===== src/rtl/udp_pbt_pkg.sv =====
// Package for the UDP port binding table.
// Holds the input and result word types, command and status codes and the match summary type.
// No dependencies.
package udp_pbt_pkg;

  localparam int UDP_HDR_BYTES = 8;
  localparam int SLOT_IDX_W    = 6;
  localparam int SLOT_OUT_W    = 3;

  localparam logic [1:0] CMD_BIND   = 2'd0;
  localparam logic [1:0] CMD_UNBIND = 2'd1;
  localparam logic [1:0] CMD_RECV   = 2'd2;
  localparam logic [1:0] CMD_NONE   = 2'd3;

  localparam logic [3:0] ST_BOUND_NEW   = 4'd0;
  localparam logic [3:0] ST_REBOUND     = 4'd1;
  localparam logic [3:0] ST_FULL        = 4'd2;
  localparam logic [3:0] ST_UNBOUND     = 4'd3;
  localparam logic [3:0] ST_UNBIND_MISS = 4'd4;
  localparam logic [3:0] ST_DELIVERED   = 4'd5;
  localparam logic [3:0] ST_SHORT       = 4'd6;
  localparam logic [3:0] ST_BAD_LENGTH  = 4'd7;
  localparam logic [3:0] ST_NO_HANDLER  = 4'd8;

  typedef struct packed {
    logic [1:0]  cmd;
    logic [15:0] port;
    logic [7:0]  handler_id;
    logic [15:0] frame_length;
    logic [15:0] udp_length_field;
  } in_word_t;

  typedef struct packed {
    logic [3:0]  status;
    logic [7:0]  handler_out;
    logic [15:0] payload_bytes;
    logic [2:0]  slot;
  } out_word_t;

  typedef struct packed {
    logic                  hit;
    logic [SLOT_IDX_W-1:0] hit_idx;
    logic                  free;
    logic [SLOT_IDX_W-1:0] free_idx;
  } match_t;

endpackage


===== src/rtl/udp_pbt_match.sv =====
// Port comparators and priority pick for the UDP port binding table.
// Finds the lowest valid entry holding a port and the lowest free entry.
// Depends on udp_pbt_pkg.
module udp_pbt_match
  import udp_pbt_pkg::*;
#(
  parameter int TABLE_ENTRIES = 8
) (
  input  logic [TABLE_ENTRIES-1:0] entry_valid,
  input  logic [15:0]              entry_port [TABLE_ENTRIES],
  input  logic [15:0]              port,
  output match_t                   match
);

  always_comb begin
    match = '0;
    for (int k = TABLE_ENTRIES - 1; k >= 0; k--) begin
      if (entry_valid[k] && entry_port[k] == port) begin
        match.hit     = 1'b1;
        match.hit_idx = SLOT_IDX_W'(k);
      end
      if (!entry_valid[k]) begin
        match.free     = 1'b1;
        match.free_idx = SLOT_IDX_W'(k);
      end
    end
  end

endmodule


===== src/rtl/udp_port_binding_table.sv =====
// UDP port binding table, top level.
// Holds the input and result registers, the binding table and command decode.
// Depends on udp_pbt_pkg and udp_pbt_match.
//
// Usage:
//   in_valid/in_ready/in_data carry one command word (bind, unbind, receive).
//   out_valid/out_ready/out_data carry one result word per bind, unbind or
//   receive command; an unused command code is consumed and gives no result.
//   The command waits in the input register; its result goes to the output
//   register, which drives out_valid, and waits while that register is full.
//   Throughput: one word per cycle while out_ready stays high. The table
//   lookup, the bind/unbind update and the length checks all complete
//   combinationally between the input register and the result register,
//   so back-to-back commands see each other's table updates.
//   Reset (rst_n low, synchronous) clears all valid marks, so the table is
//   empty, and empties both registers.
//   When the receiver holds out_ready low, the result stays in the output
//   register, the next command waits in the input register, and in_ready
//   drops once both are full.
module udp_port_binding_table
  import udp_pbt_pkg::*;
#(
  parameter int TABLE_ENTRIES = 8,
  parameter int HANDLER_BITS  = 8
) (
  input  logic      clk,
  input  logic      rst_n,
  input  logic      in_valid,
  output logic      in_ready,
  input  in_word_t  in_data,
  output logic      out_valid,
  input  logic      out_ready,
  output out_word_t out_data
);

  localparam int IDX_W = (TABLE_ENTRIES > 1) ? $clog2(TABLE_ENTRIES) : 1;
  localparam int HB_USE = (HANDLER_BITS < 8) ? HANDLER_BITS : 8;

  logic                     s1_valid_r;
  in_word_t                 s1_data_r;
  logic                     out_valid_r;
  out_word_t                out_data_r;

  logic [TABLE_ENTRIES-1:0] entry_valid_r;
  logic [TABLE_ENTRIES-1:0] entry_valid_nxt;
  logic [15:0]              entry_port_r    [TABLE_ENTRIES];
  logic [HANDLER_BITS-1:0]  entry_handler_r [TABLE_ENTRIES];

  match_t                   match;
  logic [IDX_W-1:0]         hit_idx;
  logic [IDX_W-1:0]         free_idx;
  logic                     out_free;
  logic                     s1_fire;
  logic                     s1_has_result;
  out_word_t                res;
  logic                     hnd_we;
  logic                     port_we;
  logic [IDX_W-1:0]         wr_idx;
  logic [HANDLER_BITS-1:0]  hid;

  udp_pbt_match #(
    .TABLE_ENTRIES (TABLE_ENTRIES)
  ) u_match (
    .entry_valid (entry_valid_r),
    .entry_port  (entry_port_r),
    .port        (s1_data_r.port),
    .match       (match)
  );

  assign hit_idx  = match.hit_idx[IDX_W-1:0];
  assign free_idx = match.free_idx[IDX_W-1:0];
  assign hid      = HANDLER_BITS'(s1_data_r.handler_id[HB_USE-1:0]);

  assign out_free      = !out_valid_r || out_ready;
  assign s1_has_result = s1_data_r.cmd != CMD_NONE;
  assign s1_fire       = s1_valid_r && (!s1_has_result || out_free);
  assign in_ready      = !s1_valid_r || s1_fire;

  always_comb begin
    res             = '0;
    entry_valid_nxt = entry_valid_r;
    hnd_we          = 1'b0;
    port_we         = 1'b0;
    wr_idx          = hit_idx;
    case (s1_data_r.cmd)
      CMD_BIND: begin
        if (match.hit) begin
          res.status = ST_REBOUND;
          res.slot   = SLOT_OUT_W'(hit_idx);
          hnd_we     = 1'b1;
        end else if (match.free) begin
          res.status = ST_BOUND_NEW;
          res.slot   = SLOT_OUT_W'(free_idx);
          wr_idx     = free_idx;
          hnd_we     = 1'b1;
          port_we    = 1'b1;
          entry_valid_nxt[free_idx] = 1'b1;
        end else begin
          res.status = ST_FULL;
        end
      end
      CMD_UNBIND: begin
        if (match.hit) begin
          res.status = ST_UNBOUND;
          res.slot   = SLOT_OUT_W'(hit_idx);
          entry_valid_nxt[hit_idx] = 1'b0;
        end else begin
          res.status = ST_UNBIND_MISS;
        end
      end
      CMD_RECV: begin
        if (s1_data_r.frame_length < 16'(UDP_HDR_BYTES)) begin
          res.status = ST_SHORT;
        end else if (s1_data_r.udp_length_field > s1_data_r.frame_length ||
                     s1_data_r.udp_length_field < 16'(UDP_HDR_BYTES)) begin
          res.status = ST_BAD_LENGTH;
        end else if (match.hit) begin
          res.status        = ST_DELIVERED;
          res.handler_out   = 8'(entry_handler_r[hit_idx][HB_USE-1:0]);
          res.payload_bytes = s1_data_r.udp_length_field - 16'(UDP_HDR_BYTES);
          res.slot          = SLOT_OUT_W'(hit_idx);
        end else begin
          res.status = ST_NO_HANDLER;
        end
      end
      default: begin
        res = '0;
      end
    endcase
  end

  always_ff @(posedge clk) begin
    if (!rst_n) begin
      s1_valid_r    <= 1'b0;
      out_valid_r   <= 1'b0;
      entry_valid_r <= '0;
    end else begin
      if (in_ready) begin
        s1_valid_r <= in_valid;
      end
      if (s1_fire && s1_has_result) begin
        out_valid_r <= 1'b1;
      end else if (out_ready) begin
        out_valid_r <= 1'b0;
      end
      if (s1_fire) begin
        entry_valid_r <= entry_valid_nxt;
      end
    end
  end

  always_ff @(posedge clk) begin
    if (in_ready && in_valid) begin
      s1_data_r <= in_data;
    end
    if (s1_fire && s1_has_result) begin
      out_data_r <= res;
    end
    if (s1_fire && hnd_we) begin
      entry_handler_r[wr_idx] <= hid;
    end
    if (s1_fire && port_we) begin
      entry_port_r[wr_idx] <= s1_data_r.port;
    end
  end

  assign out_valid = out_valid_r;
  assign out_data  = out_data_r;

  a_bind_sets_valid: assert property (@(posedge clk) disable iff (!rst_n)
    s1_fire && s1_data_r.cmd == CMD_BIND && !match.hit && match.free
    |=> entry_valid_r[$past(free_idx)])
    else $error("bind into free slot did not mark it valid");

  a_unbind_clears: assert property (@(posedge clk) disable iff (!rst_n)
    s1_fire && s1_data_r.cmd == CMD_UNBIND && match.hit
    |=> !entry_valid_r[$past(hit_idx)])
    else $error("unbind left matched slot valid");

  a_zero_fields: assert property (@(posedge clk) disable iff (!rst_n)
    out_valid_r && out_data_r.status != ST_DELIVERED
    |-> out_data_r.handler_out == 8'd0 && out_data_r.payload_bytes == 16'd0)
    else $error("handler or payload length set on a non-delivered result");

  a_reset_empty: assert property (@(posedge clk)
    !rst_n |=> !out_valid_r && !s1_valid_r && entry_valid_r == '0)
    else $error("reset did not empty the block");

endmodule


===== config.mk =====
export PLATFORM = sky130hd
export DESIGN_NAME = udp_port_binding_table
export DESIGN_NICKNAME = d
export VERILOG_FILES = /design/src/rtl/udp_pbt_pkg.sv /design/src/rtl/udp_pbt_match.sv /design/src/rtl/udp_port_binding_table.sv
export SDC_FILE = /design/constraint.sdc
export NUM_CORES = 1
export LEC_CHECK = 0
export BUFFER_PORTS_ARGS = -buffer_cell sky130_fd_sc_hd__buf_2
export CAP_MARGIN = 20
export CORE_MARGIN = 1
export CORE_UTILIZATION = 50
export CTS_CLUSTER_DIAMETER = 50
export DETAILED_ROUTE_END_ITERATION = 10
export PLACE_DENSITY = 0.68
export SYNTH_ARGS = -nofsm -noshare
export SYNTH_HDL_FRONTEND = slang
export SYNTH_SLANG_ARGS = --single-unit

===== constraint.sdc =====
create_clock -name clk -period 7.85 [get_ports clk]
set_clock_uncertainty 0.05 [all_clocks]
set_input_delay 1.57 -clock clk [delete_from_list [all_inputs] [get_ports clk]]
set_output_delay 1.57 -clock clk [all_outputs]
set_load 0.005 [all_outputs]

After elaboration in Yosys (flattened, before gate mapping)

Memory sizes are Yosys's and may differ from the RTL's. A register that Yosys moved wholly into a read port is not among the register bits.
Index checks and enable logic that the tools add are counted.

Flip-flop bits (word level): 219
Bits in latches: 0
RAM bits: 64
Memory bits (read-only): 0
Output and inout port bits: 33
Logic and storage cells: 131
Memories: 1

Add/subtract/negate cells: 1
$mul: 0
Div/mod/pow operators: 0
Magnitude comparators: 9
Equality and inequality tests: 14
Shift-type cells: 0
Muxes and demuxes: 53
Bitwise logic cells: 6
Reductions and logical operators: 28

Memory list:

| memory          | words | width | read ports | clocked after Yosys merged registers in | write ports | line                         | text |
|---|---|---|---|---|---|---|---|
| entry_handler_r | 8     | 8     | 1          | 1                                       | 1           | udp_port_binding_table.sv:47 | `logic [HANDLER_BITS-1:0] entry_handler_r [TABLE_ENTRIES];` |

Operators with widths:

| kind                                                                                | count |
|---|---|
| 128-bit bitwise mux                                                                 | 1 |
| 16-bit == test                                                                      | 8 |
| 7-bit two-way mux                                                                   | 16 |
| 16-bit demux with 3-bit select                                                      | 1 |
| 16-bit by 4-bit < comparator with 1-bit output, second input constant               | 2 |
| 3-bit two-way mux                                                                   | 10 |
| 8-bit two-way mux                                                                   | 3 |
| 16-bit greater-than comparator                                                      | 1 |
| 1-bit logical AND                                                                   | 16 |
| 16-bit two-way mux                                                                  | 1 |
| 8-bit case mux with 2 select lines                                                  | 1 |
| 16-bit by 4-bit subtractor with 16-bit output, second input constant                | 1 |
| 4-bit two-way mux                                                                   | 3 |
| 4-bit case mux with 3 select lines                                                  | 1 |
| 1-bit two-way mux                                                                   | 11 |
| 3-bit case mux with 3 select lines                                                  | 1 |
| 8-bit AND                                                                           | 1 |
| 3-bit by 4-bit < comparator with 1-bit output, second input constant                | 2 |
| 2-bit inequality test, second input constant                                        | 4 |
| 8-bit inverter                                                                      | 1 |
| 8-bit OR                                                                            | 1 |
| 1-bit demux with 3-bit select                                                       | 2 |
| 3-bit by 1-bit greater-or-equal comparator with 1-bit output, second input constant | 2 |
| 5-bit AND reduction                                                                 | 1 |
| other kinds (12)                                                                    | 20 |

Logic depth before layout (Yosys ltp)

Gate-level depths: netlist of the first run.

Word-level depth: 19
Depth in mapped cells: 14
Gate-level depth less buffers: 12

Hierarchy

A second synthesis of the first run with hierarchy kept.

Cell total of the unflattened synthesis: 827
Area total of the unflattened synthesis: 12379.4 um^2

By module, submodules not included:

| module                 | times used | cells an instance | area each (um^2) | seq. area each (um^2) |
|---|---|---|---|---|
| udp_port_binding_table | 1          | 599               | 10600.2          | 8638.3 |
| udp_pbt_match          | 1          | 228               | 1779.2           | 0.0 |

Worst setup path after synthesis of the first run

OpenSTA, ideal clock, no wires.

Kind: input -> register
From: input out_ready
To: register out_data_r (netlist bit out_data[0]), enable pin
Setup time: 0.430 ns
Arrival time: 3.339 ns
Data required time: 7.370 ns
Setup slack: 4.031 ns
Cell stages on the path: 3
Path buffers: 0
Path through: nand2b_1 nand2_1 a21oi_1

Cells in the longest elaborated chain, start to end: 4

Ends and longest elaborated chain:

| item                 | line                          | text |
|---|---|---|
| start, declared      | udp_port_binding_table.sv:32  | `input logic out_ready,` |
| 1-bit logical OR     | udp_port_binding_table.sv:74  | `assign out_free = !out_valid_r \|\| out_ready;` |
| 1-bit logical OR     | udp_port_binding_table.sv:76  | `assign s1_fire = s1_valid_r && (!s1_has_result \|\| out_free);` |
| 1-bit logical AND    | udp_port_binding_table.sv:76  |  |
| 1-bit logical AND    | udp_port_binding_table.sv:156 | `if (s1_fire && s1_has_result) begin` |
| end signal, assigned | udp_port_binding_table.sv:157 | `out_data_r <= res;` |
| end, declared        | udp_port_binding_table.sv:42  | `out_word_t out_data_r;` |

Every way passes these cells.
A chain may end at the register's enable or synchronous reset.

Final worst setup path of the first run

From: register s1_data_r[50] in the netlist's numbering
To: memory entry_handler_r[0][5], enable pin

Cells in the longest elaborated chain, start to end: 15
Elaborated cells on any way between the ends: 32
Those cells by class: eq/ne: 8; mux: 15; reduce/logical: 9

Ends and longest elaborated chain:

| item                                    | line                          | text |
|---|---|---|
| start, declared                         | udp_port_binding_table.sv:40  | `in_word_t s1_data_r;` |
| start signal, assigned                  | udp_port_binding_table.sv:154 | `s1_data_r <= in_data;` |
| 16-bit == test                          | udp_pbt_match.sv:18           | `if (entry_valid[k] && entry_port[k] == port) begin` |
| 1-bit logical AND                       | udp_pbt_match.sv:18           |  |
| 7-bit two-way mux (7 in a row)          | udp_pbt_match.sv:18           |  |
| 7-bit two-way mux *                     | udp_pbt_match.sv:18           |  |
| 1-bit two-way mux                       | udp_port_binding_table.sv:87  | `if (match.hit) begin` |
| 1-bit two-way mux                       | udp_port_binding_table.sv:85  | `case (s1_data_r.cmd)` |
| 1-bit logical AND                       | udp_port_binding_table.sv:159 | `if (s1_fire && hnd_we) begin` |
| 1-bit two-way mux                       | udp_port_binding_table.sv:159 |  |
| 1-bit two-way mux (not written as such) | udp_port_binding_table.sv:160 | `entry_handler_r[wr_idx] <= hid;` |
| end, declared                           | udp_port_binding_table.sv:47  |  |

Mark *: on every way between the ends. The rest lies on a longest branch, timed or not.

==> results.py, run 1 <==
metrics = {
    "logic_synthesis": {
        "synth_area_leader_cell": "edfxtp_1",
        "yosysMostFrequentCell": "edfxtp_1",
        "ys_top_cells_by_count": "edfxtp_1, xnor2_1, nor2_1, nand2_1, mux2i_1",
        "synth.distinct_cells": 56,
        "syn-cell-area_um2": 12300,
        "synthesis.area_per_instance_um2": 15.1,
        "yosysWarnings": 0,
        "synth_fp_nets": 895,
        "synth.ff_latch_count": 291,
        "ys_top_cells_by_area": "edfxtp_1, xnor2_1, mux2i_1",
        "yosysSeqAreaShare": 0.702,
        "synth-main-ff-cell": "edfxtp_1",
        "synth_edf_count": 281,
        "synthCells": 816,
        "yosys.area.top_type_share": 0.686,
        "ys_async_sr_fraction": 0,
    },
    "hold_path": {
        "min_from": "s1_valid_r$_SDFFE_PN0N_",
        "hp-class": "register to register",
    },
    "power_and_ir_drop": {
        "ir_worst_vdd_uv": 196,
        "power.total_w": 0.00332,
        "powerDensity_nw_per_um2": 235,
        "p_leak_nw": 4.95,
    },
    "global_route": {
        "grt_max_degree": 45,
        "grt_pass1_wl_mm": 37.7,
        "antenna_found_initial": 0,
        "grt_overflow": 0,
        "grt_usage": 0.196,
        "first_global_vias": 6773,
    },
    "placed_design": {
        "gp_congestion": 0.918,
        "hpwl_mm": 16.4,
        "pre_cts_slack_ns": 3.18,
        "io_buffers": 94,
        "dp.cells": 1216,
        "postPlaceCellArea_um2": 13100,
    },
    "route": {
        "post_drt_wl_per_cell_um": 19.2,
        "drt-total-wl_mm": 24.5,
        "viasPerCell": 5.35,
        "drtIter0Drc": 544,
        "ant_nets": 0,
        "via_count": 6816,
        "drc": 0,
        "firstDrtPassIters": 5,
    },
    "clocking": {
        "cts_buffers": 31,
        "clk_latency_ns": 0.56,
        "ctsHoldBuffers": 0,
        "cts.sinks": 291,
        "ctsResizeCount": 0,
        "htreeDepth": 1,
        "cts_root_buf": "clkbuf_16",
        "cts_tree": "built",
        "clock_path_buffers": 3,
        "cts.clk_slew.worst_paths_ns": 0.06,
        "cts_setup_buffers": 0,
    },
    "die": {
        "die_w_um": 159,
        "start_util": 0.507,
        "ios": 95,
        "rows": 57,
        "core_area_um2": 24200,
        "die_h_um": 159,
        "dieArea_um2": 25200,
    },
    "sta": {
        "finalWorstSetupSlack_ns": 3.26,
        "slew_violations": 0,
        "relSlewSlack": 0.387,
        "max_freq_mhz": 218,
        "finalHoldViolations": 0,
        "finalCritPeriodShare": 0.585,
        "finalSetupViolations": 0,
        "tns_ns": 0,
        "grt_setup_unrepaired": "false",
        "finalCriticalPeriod_ns": 4.59,
        "worst_pin_slew_ns": 0.919,
    },
    "critical_path": {
        "critical_path_arrival_ns": 4.74,
        "crit_required_ns": 8.00,
        "start_kind": "register",
        "reg2reg_from": "s1_data_r[50]$_DFFE_PP_",
        "setup.worst_path.class": "register to register",
        "setup.worst_path.start": "s1_data_r[50]$_DFFE_PP_",
        "crit_path_end_kind": "register",
        "crit_fanout": 29,
    },
    "cells_and_area": {
        "num_antenna_cells": 0,
        "nets": 1005,
        "layout-drive-gt1-share": 0.176,
        "area_growth_pct": 14.9,
        "finalInstanceArea_um2": 14100,
        "fin_cells": 1275,
    },
    "flow_run": {
        "drv_cap": 0,
    },
    "status": {
        "outcome": "complete, no violations",
    },
}
-- where the power goes --
group          internal (W)  switching (W)
logic             0.0000556      0.0000616
registers           0.00173      0.0000405
clock network      0.000829       0.000606
-- cell type report --
cell class | instances | area, um2
clock buffers | 42 | 837
inverters | 25 | 93.8
well taps | 324 | 405
flip-flops and latches | 291 | 8640
fillers | 1925 | 10100
repair buffers | 107 | 588
clock inverters | 16 | 186
multi-input cells | 470 | 3390
-- cell families (layout without fill, tap and decap cells) --
logic type,count (synthesis),after routing,synth area share
compound gates,81,81,0.0470
xor+xnor,138,138,0.0983
fa+ha+maj,17,17,0.0173
buf+inv,55,190,0.0234
flops,291,291,0.702
mux,33,33,0.0269
simple gates,201,201,0.0849
-- per-stage QoR --
step | hold WS (ns) | utilization
6_report | 0.495 | 0.583
5_1_grt | 0.522 | 0.583
4_1_cts | 0.499 | 0.582
3_5_place_dp | 0.492 | 0.540
3_3_place_gp | 0.496 | 0.540
2_1_floorplan | 0.443 | -
-- worst max-delay path: stages, from the launching register on --
cell and delay, ns:
edfxtp_1 0.85, xnor2_1 0.19, nand4_1 0.13, nor3_1 0.47, a2111oi_4 0.14, o21bai_1 0.14, a21o_1 0.48, a21o_1 0.20
buf_4 0.41, nand2_1 0.17, or2_2 0.34, nor2_1 0.64
-- layer usage --
metal  up-vias  GRT usage  wire length (um)
met1      3277      0.263             10600
met5         -          0                 0
li1       3292          -                 -
met4         0     0.0618               538
met2       203      0.324             11900
met3        44     0.0332              1380
-- path summary, 6_finish.rpt --
path,to,slack [ns],depth (start not counted)
worst min-delay path,out_valid$_SDFFE_PN0P_,0.50,2
worst min register to register,out_valid$_SDFFE_PN0P_,0.50,2
worst max register to register,entry_handler_r[0][5]$_DFFE_PP_,3.26,11
worst max-delay path,entry_handler_r[0][5]$_DFFE_PP_,3.26,11
-- registers in the layout, summed over array words and instances (netlist names) --
name,flops
entry_port_r,128
entry_handler_r,64
s1_data_r,50
out_data,31
entry_valid_r,8
hid,8
out_valid,1
s1_valid_r,1
-- placed cells by master (no fill, tap or decap), drive strengths merged, types with 5 or more instances in the layout --
cell,netlist,routed
or4,7,7
xor2,18,18
clkbuf,8,42
nand2,37,37
o21ai,14,14
ha,17,17
nor2,52,52
clkinv,0,5
nor4,14,14
nand3,11,11
a31o,8,8
xnor2,120,120
buf,22,107
o22ai,16,16
or2,7,7
mux2i,33,33
nor3,16,16
edfxtp,281,281
or3,8,8
nand4,31,31
a21oi,14,14
dfxtp,10,10
inv,25,31
Note: power is estimated with default switching activity, not from simulation.
==> run 2: changes to the inputs <==
==> constraint.sdc (replaced) <==
create_clock -name clk -period 4.4 [get_ports clk]
set_clock_uncertainty 0.05 [all_clocks]
set_input_delay 0.88 -clock clk [delete_from_list [all_inputs] [get_ports clk]]
set_output_delay 0.88 -clock clk [all_outputs]
set_load 0.005 [all_outputs]
==> run 2 against run 1 <==
  * Maximum frequency up 15%
  * Via count up 3.1%
  * Cell area up 1.6%
  * Sequential power up 79%
  * Non-clock buffer count up 23
  * Clock-buffer cell count down 3
  * First-iteration DRC count down 3.3%
  * Critical path type unchanged
  * Utilization up 0.92 points
  * Critical path depth unchanged
  * Sequential cell count unchanged
  * Critical endpoint is now entry_port_r[52]$_DFFE_PP_
  * Highest routed layer unchanged
  * Setup slack worse by 2.8 ns
==> results.py, run 2 (synthesis gave the netlist of run 1 again) <==
metrics = {
    "sta": {
        "tns_ns": 0,
        "finalCritPeriodShare": 0.903,
        "finalCriticalPeriod_ns": 3.98,
        "worst_pin_slew_ns": 0.846,
        "slew_violations": 0,
        "finalHoldViolations": 0,
        "finalSetupViolations": 0,
        "grt_setup_unrepaired": "false",
        "relSlewSlack": 0.436,
        "max_freq_mhz": 252,
    },
    "global_route": {
        "grt_pass1_wl_mm": 39.7,
        "grt_max_degree": 32,
        "grt_overflow": 0,
        "grt_usage": 0.207,
        "first_global_vias": 6966,
        "antenna_found_initial": 0,
    },
    "cells_and_area": {
        "num_antenna_cells": 0,
        "area_growth_pct": 16.7,
        "top_regs": "entry_port_r (128), entry_handler_r (64), s1_data_r (50)",
        "nets": 1032,
        "finalInstanceArea_um2": 14400,
        "largest_reg_flops": 128,
        "layout-drive-gt1-share": 0.193,
        "layout_commonest_cell": "edfxtp_1",
        "fin_cells": 1299,
        "mostFrequentLayoutCells": "edfxtp_1, xnor2_1, buf_2",
        "regMostFlops": "entry_port_r",
    },
    "critical_path": {
        "rr_worst_depth": 11,
        "reg2reg_to": "entry_port_r[52]$_DFFE_PP_",
        "start_kind": "register",
        "max_stage_delay_ns": 0.89,
        "crit_required_ns": 4.53,
        "critical_path_arrival_ns": 4.11,
        "crit_path_end_kind": "register",
        "cp_cell_sequence": "xor2_1 > nor4_1 > nand2_1 > nor4_1 > nor2_1 > and4_1 > nand2_1 > nand2_1 > or2_2 > nor2_1 > buf_4",
        "setup.worst_path.start": "s1_data_r[48]$_DFFE_PP_",
        "cpMaxStageDelayCell": "edfxtp_1",
        "setup.worst_path.class": "register to register",
        "reg2reg_from": "s1_data_r[48]$_DFFE_PP_",
        "cp_top_family": "simple AND/OR/NAND/NOR gates",
        "path_depth": 11,
        "worstSetupEndpoint": "entry_port_r[52]$_DFFE_PP_",
        "path_common_cell": "nand2_1",
        "path_buf_inv": 1,
        "r2r_slack_ns": 0.42,
        "crit_fanout": 16,
    },
    "die": {
        "core_area_um2": 24200,
        "die_h_um": 159,
        "start_util": 0.507,
        "die_w_um": 159,
        "ios": 95,
        "rows": 57,
        "dieArea_um2": 25200,
    },
    "clocking": {
        "cts_setup_buffers": 0,
        "cts.sinks": 291,
        "clk_latency_ns": 0.51,
        "clock_path_buffers": 3,
        "htreeDepth": 2,
        "cts_buffers": 35,
        "cts_root_buf": "clkbuf_16",
        "cts.clk_slew.worst_paths_ns": 0.06,
        "ctsResizeCount": 0,
        "ctsHoldBuffers": 0,
        "cts_tree": "built",
    },
    "hold_path": {
        "whs_path_depth": 1,
        "hp-class": "input port to register",
    },
    "placed_design": {
        "dp.cells": 1239,
        "hpwl_mm": 17.7,
        "gp_congestion": 0.884,
        "io_buffers": 94,
        "postPlaceCellArea_um2": 13300,
    },
    "route": {
        "wl_met3_mm": 1.43,
        "drt-total-wl_mm": 25.5,
        "viasPerCell": 5.41,
        "firstDrtPassIters": 7,
        "post_drt_wl_per_cell_um": 19.7,
        "route.met2.wl_mm": 11.9,
        "drc": 0,
        "top_layer_used": "met4",
        "ant_nets": 0,
        "via_count": 7025,
        "drtIter0Drc": 526,
        "wl_met1_mm": 11.6,
    },
    "flow_run": {
        "drv_cap": 0,
    },
    "power_and_ir_drop": {
        "powerDensity_nw_per_um2": 422,
        "ir_worst_vdd_uv": 410,
        "p_leak_nw": 5.08,
    },
    "status": {
        "outcome": "complete, no violations",
    },
}
[run 2: cell types whose count changed in the layout (fill, tap and decap cells not counted), moves of 4 or more]
cell       before  now
buf_4          12   35
clkbuf_1        9    4
clkbuf_16      31   35
inv_6           5    0
clkinv_1        0    8
[run 2: metrics by stage]
step	power [W]	hold slack, ns	utilization	worst slack [ns]
2_1_floorplan	0.00334	0.443	-	0.658
3_3_place_gp	0.00343	0.511	0.547	0.525
3_5_place_dp	0.00344	0.529	0.547	0.506
4_1_cts	0.00611	0.475	0.591	0.491
5_1_grt	0.00625	0.476	0.592	0.147
6_report	0.00605	0.491	0.592	0.425
[run 2: metal layers]
metal | track usage | vias to the layer above
met5 | 0 | -
met4 | 0.0675 | 0
met3 | 0.0400 | 45
met2 | 0.328 | 200
met1 | 0.290 | 3432
li1 | - | 3348
[run 2: where the power goes]
part	switching, W	internal, W	total (W)
Clock	0.00108	0.00159	0.00267
Sequential	0.0000653	0.00309	0.00316
Combinational	0.000121	0.000104	0.000225
Total	0.00127	0.00478	0.00605
[run 2: area by class of cell]
class | instances | area (um2)
fillers | 1900 | 9890
flip-flops and latches | 291 | 8640
multi-input cells | 470 | 3390
clock buffers | 39 | 891
repair buffers | 130 | 753
well taps | 324 | 405
clock inverters | 20 | 190
inverters | 25 | 93.8
[run 2: how the worst min path moves through the flow]
stage	start	to	slack [ns]
2_1_floorplan	s1_valid_r$_SDFFE_PN0N_	out_valid$_SDFFE_PN0P_	0.44
3_3_place_gp	s1_data_r[0]$_DFFE_PP_	out_data[3]$_SDFFCE_PP0P_	0.51
3_5_place_dp	s1_valid_r$_SDFFE_PN0N_	out_valid$_SDFFE_PN0P_	0.53
4_1_cts	in_data[47]	s1_data_r[47]$_DFFE_PP_	0.48
5_1_grt	in_data[35]	hid[3]$_DFFE_PP_	0.48
6_report	in_data[36]	hid[4]$_DFFE_PP_	0.49
[run 2: worst register-to-register path, cell delays in order (launching register included)]
cell and delay, ns:
edfxtp_1 0.89, xor2_1 0.15, nor4_1 0.35, nand2_1 0.17, nor4_1 0.57, nor2_1 0.22, and4_1 0.32, nand2_1 0.12
nand2_1 0.10, or2_2 0.34, nor2_1 0.10, buf_4 0.27
